`config.mk`:
```
export PLATFORM = sky130hd
export DESIGN_NAME = rtt_estimator
export DESIGN_NICKNAME = d
export VERILOG_FILES = /design/src/rtl/core/rtt_pkg.sv /design/src/rtl/core/rtt_estimator.sv
export SDC_FILE = /design/constraint.sdc
export NUM_CORES = 1
export LEC_CHECK = 0
export BUFFER_PORTS_ARGS = -buffer_cell sky130_fd_sc_hd__buf_2
export CORE_ASPECT_RATIO = 0.9
export CORE_UTILIZATION = 25
export DETAILED_ROUTE_END_ITERATION = 6
export GPL_TIMING_DRIVEN = 0
export HOLD_SLACK_MARGIN = 0.12
export SYNTH_ARGS = -nofsm -noshare
export SYNTH_HDL_FRONTEND = slang
export SYNTH_SLANG_ARGS = --single-unit
export TNS_END_PERCENT = 5
```
`constraint.sdc`:
```
create_clock -name clk -period 8.5 [get_ports clk]
set_input_delay 1.7 -clock clk [delete_from_list [all_inputs] [get_ports clk]]
set_output_delay 1.7 -clock clk [all_outputs]
set_load 0.005 [all_outputs]
```
`src/rtl/core/rtt_pkg.sv`:
```
// Types and constants for the round-trip time estimator.
package rtt_pkg;

    localparam int unsigned VALUE_W = 24;

    typedef logic [VALUE_W-1:0] value_t;

    typedef enum logic [1:0] {
        CMD_SAMPLE = 2'd0,
        CMD_EXPIRE = 2'd1,
        CMD_CLEAR  = 2'd2
    } cmd_t;

    localparam value_t SAMPLE_FLOOR = 24'd10;
    localparam value_t MIN_FLOOR    = 24'd4;

    localparam value_t LATEST_RESET   = 24'd0;
    localparam value_t MINIMUM_RESET  = 24'd0;
    localparam value_t SMOOTHED_RESET = 24'd100;
    localparam value_t PREVIOUS_RESET = 24'd20;
    localparam value_t DEVIATION_RESET = 24'd20;

endpackage

```
`src/rtl/core/rtt_estimator.sv`:
```
// Round-trip time estimator: smoothed RTT, mean deviation and minimum RTT tracking.
//
//  channel | direction | handshake          | payload
//  --------+-----------+--------------------+-------------------------------------------
//  in      | request   | in_valid/in_stall   | command, elapsed, peer_delay
//  out     | result    | out_valid/out_stall | latest_sample, minimum_rtt, smoothed_value,
//          |           |                     | previous_smoothed, deviation
//
// Input register, then result register; one request per cycle while out_stall is low.
// The update of the RTT state (one add of 7s+x, one of 3d+|s-x|) sits between the input
// register and the result register, so back-to-back requests see each other's state.
// Reset loads smoothed 100, previous 20, deviation 20, latest and minimum 0.
// A stalled result holds the result register; the input register then holds one more
// request and in_stall rises only when both are full.
module rtt_estimator
    import rtt_pkg::*;
(
    input  logic         clk,
    input  logic         rst_n,

    input  logic         in_valid,
    output logic         in_stall,
    input  logic [1:0]   command,
    input  logic [23:0]  elapsed,
    input  logic [23:0]  peer_delay,

    output logic         out_valid,
    input  logic         out_stall,
    output logic [23:0]  latest_sample,
    output logic [23:0]  minimum_rtt,
    output logic [23:0]  smoothed_value,
    output logic [23:0]  previous_smoothed,
    output logic [23:0]  deviation
);

    // input register
    logic   in_valid_reg;
    logic [1:0] command_reg;
    value_t delta_reg;
    value_t delay_reg;

    // estimator state
    value_t latest_reg,   latest_next;
    value_t minimum_reg,  minimum_next;
    value_t smoothed_reg, smoothed_next;
    value_t previous_reg, previous_next;
    value_t deviation_reg, deviation_next;

    // result register
    logic   out_valid_reg;
    value_t res_latest_reg;
    value_t res_minimum_reg;
    value_t res_smoothed_reg;
    value_t res_previous_reg;
    value_t res_deviation_reg;

    logic   res_ready;
    logic   advance;
    logic   in_ready;

    value_t sample_floored;
    value_t sample_adj;
    value_t sample_gap;
    value_t expire_gap;
    logic [26:0] smooth_sum;
    logic [25:0] dev_sum;

    assign res_ready = !out_valid_reg || !out_stall;
    assign advance   = in_valid_reg && res_ready;
    assign in_ready  = !in_valid_reg || res_ready;
    assign in_stall  = !in_ready;

    always_ff @(posedge clk or negedge rst_n)
    begin
        if (!rst_n)
        begin
            in_valid_reg <= 1'b0;
        end
        else if (in_ready)
        begin
            in_valid_reg <= in_valid;
        end
    end

    always_ff @(posedge clk)
    begin
        if (in_ready && in_valid)
        begin
            command_reg <= command;
            delta_reg   <= elapsed;
            delay_reg   <= peer_delay;
        end
    end

    // sample path
    always_comb
    begin
        sample_floored = (delta_reg > SAMPLE_FLOOR) ? delta_reg : SAMPLE_FLOOR;
        sample_adj     = (sample_floored > delay_reg) ? (sample_floored - delay_reg)
                                                      : sample_floored;
        sample_gap     = (smoothed_reg > sample_adj) ? (smoothed_reg - sample_adj)
                                                     : (sample_adj - smoothed_reg);
        expire_gap     = (smoothed_reg > latest_reg) ? (smoothed_reg - latest_reg)
                                                     : (latest_reg - smoothed_reg);
        // 7s + x and 3d + gap, then drop the fraction bits
        smooth_sum = {smoothed_reg, 3'b000} - {3'b000, smoothed_reg} + {3'b000, sample_adj};
        dev_sum    = {1'b0, deviation_reg, 1'b0} + {2'b00, deviation_reg}
                   + {2'b00, sample_gap};
    end

    always_comb
    begin
        latest_next    = latest_reg;
        minimum_next   = minimum_reg;
        smoothed_next  = smoothed_reg;
        previous_next  = previous_reg;
        deviation_next = deviation_reg;
        unique case (command_reg)
            CMD_SAMPLE:
            begin
                if (delta_reg != '0)
                begin
                    if (minimum_reg == '0 || minimum_reg > delta_reg)
                    begin
                        minimum_next = (delta_reg > MIN_FLOOR) ? delta_reg : MIN_FLOOR;
                    end
                    previous_next = smoothed_reg;
                    latest_next   = sample_adj;
                    if (smoothed_reg == '0)
                    begin
                        // seed from the first sample
                        smoothed_next  = sample_adj;
                        deviation_next = {1'b0, sample_adj[23:1]};
                    end
                    else
                    begin
                        smoothed_next  = smooth_sum[26:3];
                        deviation_next = dev_sum[25:2];
                    end
                end
            end
            CMD_EXPIRE:
            begin
                if (expire_gap > deviation_reg)
                begin
                    deviation_next = expire_gap;
                end
                if (latest_reg > smoothed_reg)
                begin
                    smoothed_next = latest_reg;
                end
            end
            CMD_CLEAR:
            begin
                latest_next    = '0;
                minimum_next   = '0;
                smoothed_next  = '0;
                deviation_next = '0;
            end
            default:
            begin
                latest_next = latest_reg;
            end
        endcase
    end

    always_ff @(posedge clk or negedge rst_n)
    begin
        if (!rst_n)
        begin
            latest_reg    <= LATEST_RESET;
            minimum_reg   <= MINIMUM_RESET;
            smoothed_reg  <= SMOOTHED_RESET;
            previous_reg  <= PREVIOUS_RESET;
            deviation_reg <= DEVIATION_RESET;
        end
        else if (advance)
        begin
            latest_reg    <= latest_next;
            minimum_reg   <= minimum_next;
            smoothed_reg  <= smoothed_next;
            previous_reg  <= previous_next;
            deviation_reg <= deviation_next;
        end
    end

    always_ff @(posedge clk or negedge rst_n)
    begin
        if (!rst_n)
        begin
            out_valid_reg <= 1'b0;
        end
        else if (res_ready)
        begin
            out_valid_reg <= in_valid_reg;
        end
    end

    always_ff @(posedge clk)
    begin
        if (advance)
        begin
            res_latest_reg    <= latest_next;
            res_minimum_reg   <= minimum_next;
            res_smoothed_reg  <= smoothed_next;
            res_previous_reg  <= previous_next;
            res_deviation_reg <= deviation_next;
        end
    end

    assign out_valid         = out_valid_reg;
    assign latest_sample     = res_latest_reg;
    assign minimum_rtt       = res_minimum_reg;
    assign smoothed_value    = res_smoothed_reg;
    assign previous_smoothed = res_previous_reg;
    assign deviation         = res_deviation_reg;

    // expire only raises the smoothed value
    assert property (@(posedge clk) disable iff (!rst_n)
        advance && command_reg == CMD_EXPIRE |=> smoothed_reg >= $past(smoothed_reg))
        else $error("smoothed value dropped on expire");

    // a real sample saves the old smoothed value
    assert property (@(posedge clk) disable iff (!rst_n)
        advance && command_reg == CMD_SAMPLE && delta_reg != '0
        |=> previous_reg == $past(smoothed_reg))
        else $error("previous smoothed value not saved");

    // clear leaves smoothed and minimum at zero
    assert property (@(posedge clk) disable iff (!rst_n)
        advance && command_reg == CMD_CLEAR |=> smoothed_reg == '0 && minimum_reg == '0)
        else $error("clear did not zero the state");

    // state moves only with a request leaving the input register
    assert property (@(posedge clk) disable iff (!rst_n)
        !advance |=> $stable(smoothed_reg) && $stable(deviation_reg) && $stable(minimum_reg))
        else $error("state changed without a request");

    // a recorded minimum never falls below the floor
    assert property (@(posedge clk) disable iff (!rst_n)
        minimum_reg != '0 |-> minimum_reg >= MIN_FLOOR)
        else $error("minimum rtt below floor");

endmodule
```
# [Word level (Yosys, flattened, before mapping)]
# Index checks and enable logic that the tools add are counted.
[totals] ff_bits=292 latchBits=0 ram_bits=0 rom_bits=0 input_bits=54 out_inout_bits=122 wordCells=67 mem_count=0
[op_classes] addsub=9 n_mul=0 div_mod_pow=0 magnitude_cmp=8 n_eq_ne=2 shifts=0 mux=20 bitwise_logic=0 n_reduce_logical=13
[op_table] cell="24-bit 2-to-1 mux" count=16
[op_table] cell="24-bit greater-than comparator" count=6
[op_table] cell="24-bit one-hot mux with 3 select lines" count=2
[op_table] cell="24-bit subtractor" count=5
[op_table] cell="24-bit one-hot mux with 2 select lines" count=2
[op_table] cell="24-bit logical NOT" count=2
[op_table] cell="27-bit by 24-bit adder with 27-bit output" count=1
[op_table] cell="27-bit by 24-bit subtractor with 27-bit output" count=1
[op_table] cell="25-bit by 24-bit adder with 26-bit output" count=1
[op_table] cell="26-bit by 24-bit adder with 26-bit output" count=1
[op_table] cell="24-bit by 3-bit greater-than comparator with 1-bit output, second input constant" count=1
[op_table] cell="24-bit by 4-bit greater-than comparator with 1-bit output, second input constant" count=1
[op_table] cell="24-bit nonzero test" count=1
[op_table] cell="1-bit logical NOT" count=4
[op_table] cell="1-bit logical OR" count=3
[op_table] cell="2-bit by 1-bit == test with 1-bit output, second input constant" count=1
[op_table] cell="2-bit == test, second input constant" count=1
[op_table] cell="1-bit logical AND" count=2
[op_table] cell="2-bit logical NOT" count=1

# [Longest topological paths before layout]
# Gate-level depths: netlist of run 1.
[logic_depth] ltp_word=10 ltp_mapped=43 mapped_depth_nobuf=40

# [Least setup slack after synthesis of run 1]
# No wires, ideal clock.
[synth_path] kind="register to register" start="register delta_reg[15]" end="register res_deviation_reg[20] (netlist: deviation[20]), data pin" setup_time_ns=0.261 arrival_time_ns=8.813 required_ns=8.239 slack_ns=-0.574 stages_incl_launch_ff=41 path_buffers=3 period_less_slack_ns=9.074 path_cell_list="edfxtp_1 > nor4_1 > nand3_1 > nor2_1 > a21oi_1 > fa_1 > nor2b_1 > o31ai_4 > a21oi_1 > o21ai_1 > a21oi_2 > buf_2 > nor2_1 > a31oi_1 > inv_1 > ha_1 > clkbuf_1 > o211ai_1 > [... 5 more ...] > o311a_1 > a211oi_4 > buf_6 > mux2i_1 > xor2_1 > fa_1 > ha_1 > nand4b_1 > nor4b_1 > or4_1 > nand2_1 > a21oi_1 > o41ai_1 > nor2_1 > xnor2_1 > mux2i_1 > nor2_1 > a221o_1"
[synth_between] elab_chain_cells=10 word_cells_on_any_way=14 classes_between="add/sub: 4; order compare: 3; mux: 6; reduce/logical: 1"
[synth_lines] item="start: declaration" line_no="rtt_estimator.sv:39" rtl="value_t delta_reg;"
[synth_lines] item="start signal: assignment" line_no="rtt_estimator.sv:90" rtl="delta_reg <= elapsed;"
[synth_lines] item="24-bit by 4-bit greater-than comparator with 1-bit output" line_no="rtt_estimator.sv:98" rtl="sample_floored = (delta_reg > SAMPLE_FLOOR) ? delta_reg : SAMPLE_FLOOR;"
[synth_lines] item="24-bit 2-to-1 mux" line_no="rtt_estimator.sv:98"
[synth_lines] item="24-bit subtractor / 24-bit greater-than comparator (equally long branches)" line_no="rtt_estimator.sv:99" rtl="sample_adj = (sample_floored > delay_reg) ? (sample_floored - delay_reg)"
[synth_lines] item="24-bit 2-to-1 mux" line_no="rtt_estimator.sv:99"
[synth_lines] item="24-bit subtractor (tied with other cells)" line_no="rtt_estimator.sv:102" rtl=": (sample_adj - smoothed_reg);"
[synth_lines] item="24-bit 2-to-1 mux" line_no="rtt_estimator.sv:101" rtl="sample_gap = (smoothed_reg > sample_adj) ? (smoothed_reg - sample_adj)"
[synth_lines] item="26-bit by 24-bit adder with 26-bit output" line_no="rtt_estimator.sv:108" rtl="+ {2'b00, sample_gap};"
[synth_lines] item="24-bit 2-to-1 mux" line_no="rtt_estimator.sv:129" rtl="if (smoothed_reg == '0)"
[synth_lines] item="24-bit 2-to-1 mux (*)" line_no="rtt_estimator.sv:121" rtl="if (delta_reg != '0)"
[synth_lines] item="24-bit one-hot mux with 3 select lines (*)" line_no="rtt_estimator.sv:118" rtl="unique case (command_reg)"
[synth_lines] item="via deviation_next[20]" line_no="rtt_estimator.sv:47" rtl="value_t deviation_reg, deviation_next;"
[synth_lines] item="end signal: assignment" line_no="rtt_estimator.sv:207" rtl="res_deviation_reg <= deviation_next;"
[synth_lines] item="end: declaration" line_no="rtt_estimator.sv:55" rtl="value_t res_deviation_reg;"
# Mark *: on every way through the listed nets, which the timed path passes. The rest lies on a longest branch.
# A chain may end at the register's enable or synchronous reset.

# [Worst setup path in the final report of run 1]
[layout_path] start="register delta_reg[18]" end="register res_deviation_reg[23] (netlist: deviation[23]), data pin"
# The elaborated chain is that of the path after synthesis.

==> impl_metrics.toml, run 1 <==
[sta]
post-route-period-util_pct = 108
setup_viol = 36
setup_slack_ns = -0.681
finalHoldViolCount = 0
finalClockSkew_ns = 0.0302
drv_slew = 0
rsz0062_at_grt = "true"
relSlewSlack_pct = 12.6
final.setup.tns_ns = -13.48
fin_crit_ns = 9.18
max_freq_mhz = 109
worst_pin_slew_ns = 1.31

[clock_tree]
clock-sinks = 292
cts_made_buffers = 36
cts_tree = "yes"
clk_pin_slew_ns = 0.06
cts_root_buf = "clkbuf_16"
clk_latency_ns = 0.58
cts_max_path_buffers = 3
cts_max_level = 2

[grt]
grt_pass1_vias = 21300
grt_first_pass_wirelength_um = 145000
grt_max_degree = 65
antenna_found_initial = 0
grt_overflow = 0
track_usage_pct = 20.6

[floorplanning]
die-area_mm2 = 0.0951
io_pins = 176
start_util_pct = 25.2
core_mm2 = 0.0930
rows = 106
die_h_um = 293
fp.dieW_um = 325

[synth]
yosys_warnings = 0
syn_area_mm2 = 0.0235
ys_ff_latch = 292
synthArstFlopShare_pct = 41.8
synthFlopType = "edfxtp_1"
syn_nets = 2912
syn_inst = 2593
yosysUniqueCellTypes = 86
syn_area_per_cell_um2 = 9.05
synth_edf_count = 170
yosysSeqAreaShare_pct = 34.8

[run]
drv_cap = 0

[route]
vias = 22100
ant_nets = 0
first_pass_iters = 6
remaining_drc_errors = 0
drt_iter0_markers = 2616
wirelength_um = 100000
wl_per_cell_um = 24.1
viasPerCell = 5.31

[final_layout]
layout_commonest_cell = "nand2_1"
largest_reg_flops = 48
final_nets = 3213
antenna_cells = 0
drive_gt1_share_pct = 18.9
layout_common_cells = "nand2_1, inv_1, ha_1"
area_growth_syn_to_layout_pct = 24.2

[setup_path]
critPathMaxFanout = 5
start_kind = "flip-flop"
max_stage_delay_ns = 0.47
end_kind = "flip-flop"
worstPathArrival_ns = 9.50
critPathSlowestCell = "edfxtp_1"
required_ns = 8.82
crit_type = "flip-flop to flip-flop"

[status]
status = "finished, violations left"
failed_checks = "negative setup slack"

[worst_hold_path]
hp-class = "flip-flop to flip-flop"

[placement]
portBuffers = 175
gp_congestion = 1.00
dp.final_hpwl_um = 77100
cells by family (layout without fill, tap and decap cells):
family                     Yosys count  after routing  synth area share [%]
and+or+nand+nor                    635            635                  12.4
adders and majority gates          265            265                  15.8
xor gates and xnor gates            94             94                  3.51
buffers and inverters              365            694                  5.94
muxes                               76             76                  3.39
DFF                                292            292                  34.8
AOI/OAI and AO/OA                  866            866                  24.2
what timing repair did:
action,4_1_cts,5_1_grt
pin swaps,77,30
hold buffers,0,0
resized for setup,195,59
setup endpoints to repair,48,48
setup buffers,79,15
area by class of cell:
cell class | instances | area, um^2
clock inverter | 18 | 231
timing repair buffer | 274 | 1730
tap | 1242 | 1550
fill | 9773 | 63800
multi-input combinational | 1936 | 15000
sequential | 292 | 8170
inverter | 229 | 860
clock buffer | 48 | 988
buffer | 125 | 553
stage by stage:
stage	cell area (um^2)	hold WS [ns]	util [%]	worst slack (ns)	instances
floorplan	23500	0.439	-	0.00277	2593
global placement	25900	0.451	27.9	-3.35	4010
detailed placement	26100	0.454	28.0	-3.28	4015
CTS	28800	0.463	30.9	-0.603	4153
global route	29100	0.472	31.3	-0.992	4164
finish	29100	0.467	31.3	-0.681	4164
layer usage:
metal,GRT usage (%),vias up,wire length (um)
met4,9.86,0,5510
met2,32.9,987,45200
met5,0,-,0
met1,27.0,10800,42400
met3,3.41,253,7360
li1,-,10000,-
synth_stat cells (7+ instances only):
master	n	area [um^2]
nor2_1	137	514
a21oi_1	205	1030
a22oi_1	38	285
xnor2_1	54	473
edfxtp_1	170	5100
nor4_1	21	131
or3_1	11	68.8
nand2b_1	20	125
xor2_1	40	350
fa_1	51	1020
o21ai_1	9	45.0
o21ai_0	186	931
o31ai_1	9	67.6
a21boi_0	11	82.6
nand4_1	35	219
o21a_1	25	188
a211oi_1	21	158
clkbuf_1	112	420
o22ai_1	47	294
o211ai_1	17	128
nand3_1	37	185
a31oi_1	16	100
mux2_2	27	304
a22o_1	55	482
a211o_1	8	70.1
inv_1	228	856
nand2_1	271	1020
a311oi_1	7	61.3
ha_1	214	2680
dfrtp_1	115	2880
dfstp_2	7	184
mux2i_1	48	480
and3_1	13	81.3
buf_1	16	60.1
nor2b_1	24	150
a21o_1	107	803
nor3_1	34	170
o21bai_1	22	165
a221oi_1	11	96.3
path summary, 6_finish.rpt:
check / start / end / slack [ns] / cells past startpoint
worst max-delay path: delta_reg[18] / deviation[23] / -0.68 / 42
worst min-delay path: previous_reg[4] / previous_reg[4] / 0.47 / 2
worst max register to register: delta_reg[18] / deviation[23] / -0.68 / 42
worst min register to register: previous_reg[4] / previous_reg[4] / 0.47 / 2
max in group asynchronous: rst_n / smoothed_reg[2] / 6.49 / 2
min in group asynchronous: rst_n / deviation_reg[20] / 1.14 / 1
critical path: cells and delay by family, from the launching register on:
family / cells / cell delay (ns)
compound gates: 20 / 3.58
xor+xnor: 1 / 0.19
fa+ha+maj: 4 / 1.57
buf+inv: 6 / 0.89
flops: 1 / 0.47
mux: 2 / 0.43
simple gates: 9 / 1.74
Power of run 1 is left out: the tool's default activity adds up to more than one toggle a clock period on the data nets, which glitch-free logic cannot reach.
==> inputs of run 2 (changes only) <==
SKIP_CTS_REPAIR_TIMING = 1   (was unset)
SLEW_MARGIN = 20   (was unset)
==> impl_metrics.toml, run 2 (same netlist as run 1, synthesis figures left out) <==
[sta]
setup_slack_ns = -0.958
final.setup.tns_ns = -23.28
relSlewSlack_pct = 18.5
rsz0062_at_grt = "true"
drv_slew = 0
finalClockSkew_ns = 0.0349
fin_crit_ns = 9.46
max_freq_mhz = 106
worst_pin_slew_ns = 1.22
hold_slack_ns = 0.459
post-route-period-util_pct = 111
setup_viol = 39
finalHoldViolCount = 0

[status]
failed_checks = "design-rule violations, negative setup slack"
status = "finished, violations left"

[setup_path]
end_kind = "flip-flop"
critPathMaxFanout = 5
max_stage_delay_ns = 0.51
worstPathArrival_ns = 9.78
required_ns = 8.82
critPathSlowestCell = "edfxtp_1"
crit_type = "flip-flop to flip-flop"
start_kind = "flip-flop"
path_delay_family = "compound AO/OA/AOI/OAI gates"
worst-path-buf-inv = 6

[final_layout]
largest_reg_flops = 48
drive_gt1_share_pct = 17.2
nFillCells = 9728
layout_commonest_cell = "nand2_1"
area_growth_syn_to_layout_pct = 22.8
antenna_cells = 0
final_nets = 3204
layout_common_cells = "nand2_1, inv_1, ha_1"

[floorplanning]
io_pins = 176
die_h_um = 293
fp.dieW_um = 325
die-area_mm2 = 0.0951
core_mm2 = 0.0930
start_util_pct = 25.2
rows = 106

[placement]
dp.final_hpwl_um = 77300
gp_congestion = 1.00
portBuffers = 175

[route]
wirelength_um = 99300
vias = 22100
ant_nets = 0
first_pass_iters = 7
remaining_drc_errors = 3
viasPerCell = 5.33
wl_per_cell_um = 23.9
drt_iter0_markers = 2667

[grt]
track_usage_pct = 20.1
grt_first_pass_wirelength_um = 142000
grt_max_degree = 65
antenna_found_initial = 0
grt_overflow = 0
grt_pass1_vias = 20600

[clock_tree]
clk_latency_ns = 0.57
cts_tree = "yes"
cts_max_path_buffers = 3
cts_made_buffers = 37
clock-sinks = 292
clk_pin_slew_ns = 0.07
cts_max_level = 2
cts_root_buf = "clkbuf_16"

[worst_hold_path]
hp-class = "flip-flop to flip-flop"

[run]
drv_cap = 0
==> run 2: layer usage <==
layer,up-vias,track usage [%],part of all wire [%]
li1,10000,-,-
met1,10800,26.5,42
met2,1017,32.3,46
met3,227,3.47,7.8
met4,0,8.48,4.6
met5,-,0,0
==> run 2: worst paths after layout <==
path | startpoint | end | cells past startpoint | slack [ns]
hold reg to reg | previous_reg[4] | previous_reg[4] | 2 | 0.46
hold / removal | previous_reg[4] | previous_reg[4] | 2 | 0.46
min in group asynchronous | rst_n | deviation_reg[20] | 1 | 1.08
max in group asynchronous | rst_n | previous_reg[4] | 2 | 6.58
setup / recovery | delta_reg[20] | deviation[20] | 42 | -0.96
setup reg to reg | delta_reg[20] | deviation[20] | 42 | -0.96
==> run 2: layout make-up <==
cell class	count	area, um^2	area share (%)
multi-input cells	1936	14800	51.5
flip-flops and latches	292	8170	28.3
repair buffers	263	1640	5.69
well taps	1242	1550	5.39
clock buffers	44	973	3.38
inverters	229	860	2.98
plain buffers	126	556	1.93
clock inverters	21	230	0.799
==> run 2: metrics by stage <==
step	worst slack, ns	instance area (um^2)	util [%]	instances
final	-0.958	28800	31.0	4153
after global routing	-1.28	28800	31.0	4153
after CTS	-3.39	27300	29.4	4081
after detailed placement	-3.31	26100	28.1	4016
after global placement	-3.35	25900	27.9	4010
after floorplan	0.00277	23500	-	2593
==> run 2: worst register-to-register path: cells and delay by family, from the launching register on <==
| kind | cells | cell delay, ns |
|---|---|---|
| AOI/OAI and AO/OA | 15 | 3.04 |
| adders and majority gates | 5 | 1.48 |
| DFF | 1 | 0.51 |
| xor gates and xnor gates | 2 | 0.31 |
| and+or+nand+nor | 11 | 2.03 |
| buffers and inverters | 6 | 0.91 |
| muxes | 3 | 0.93 |
Power of run 2 is left out for the same reason.
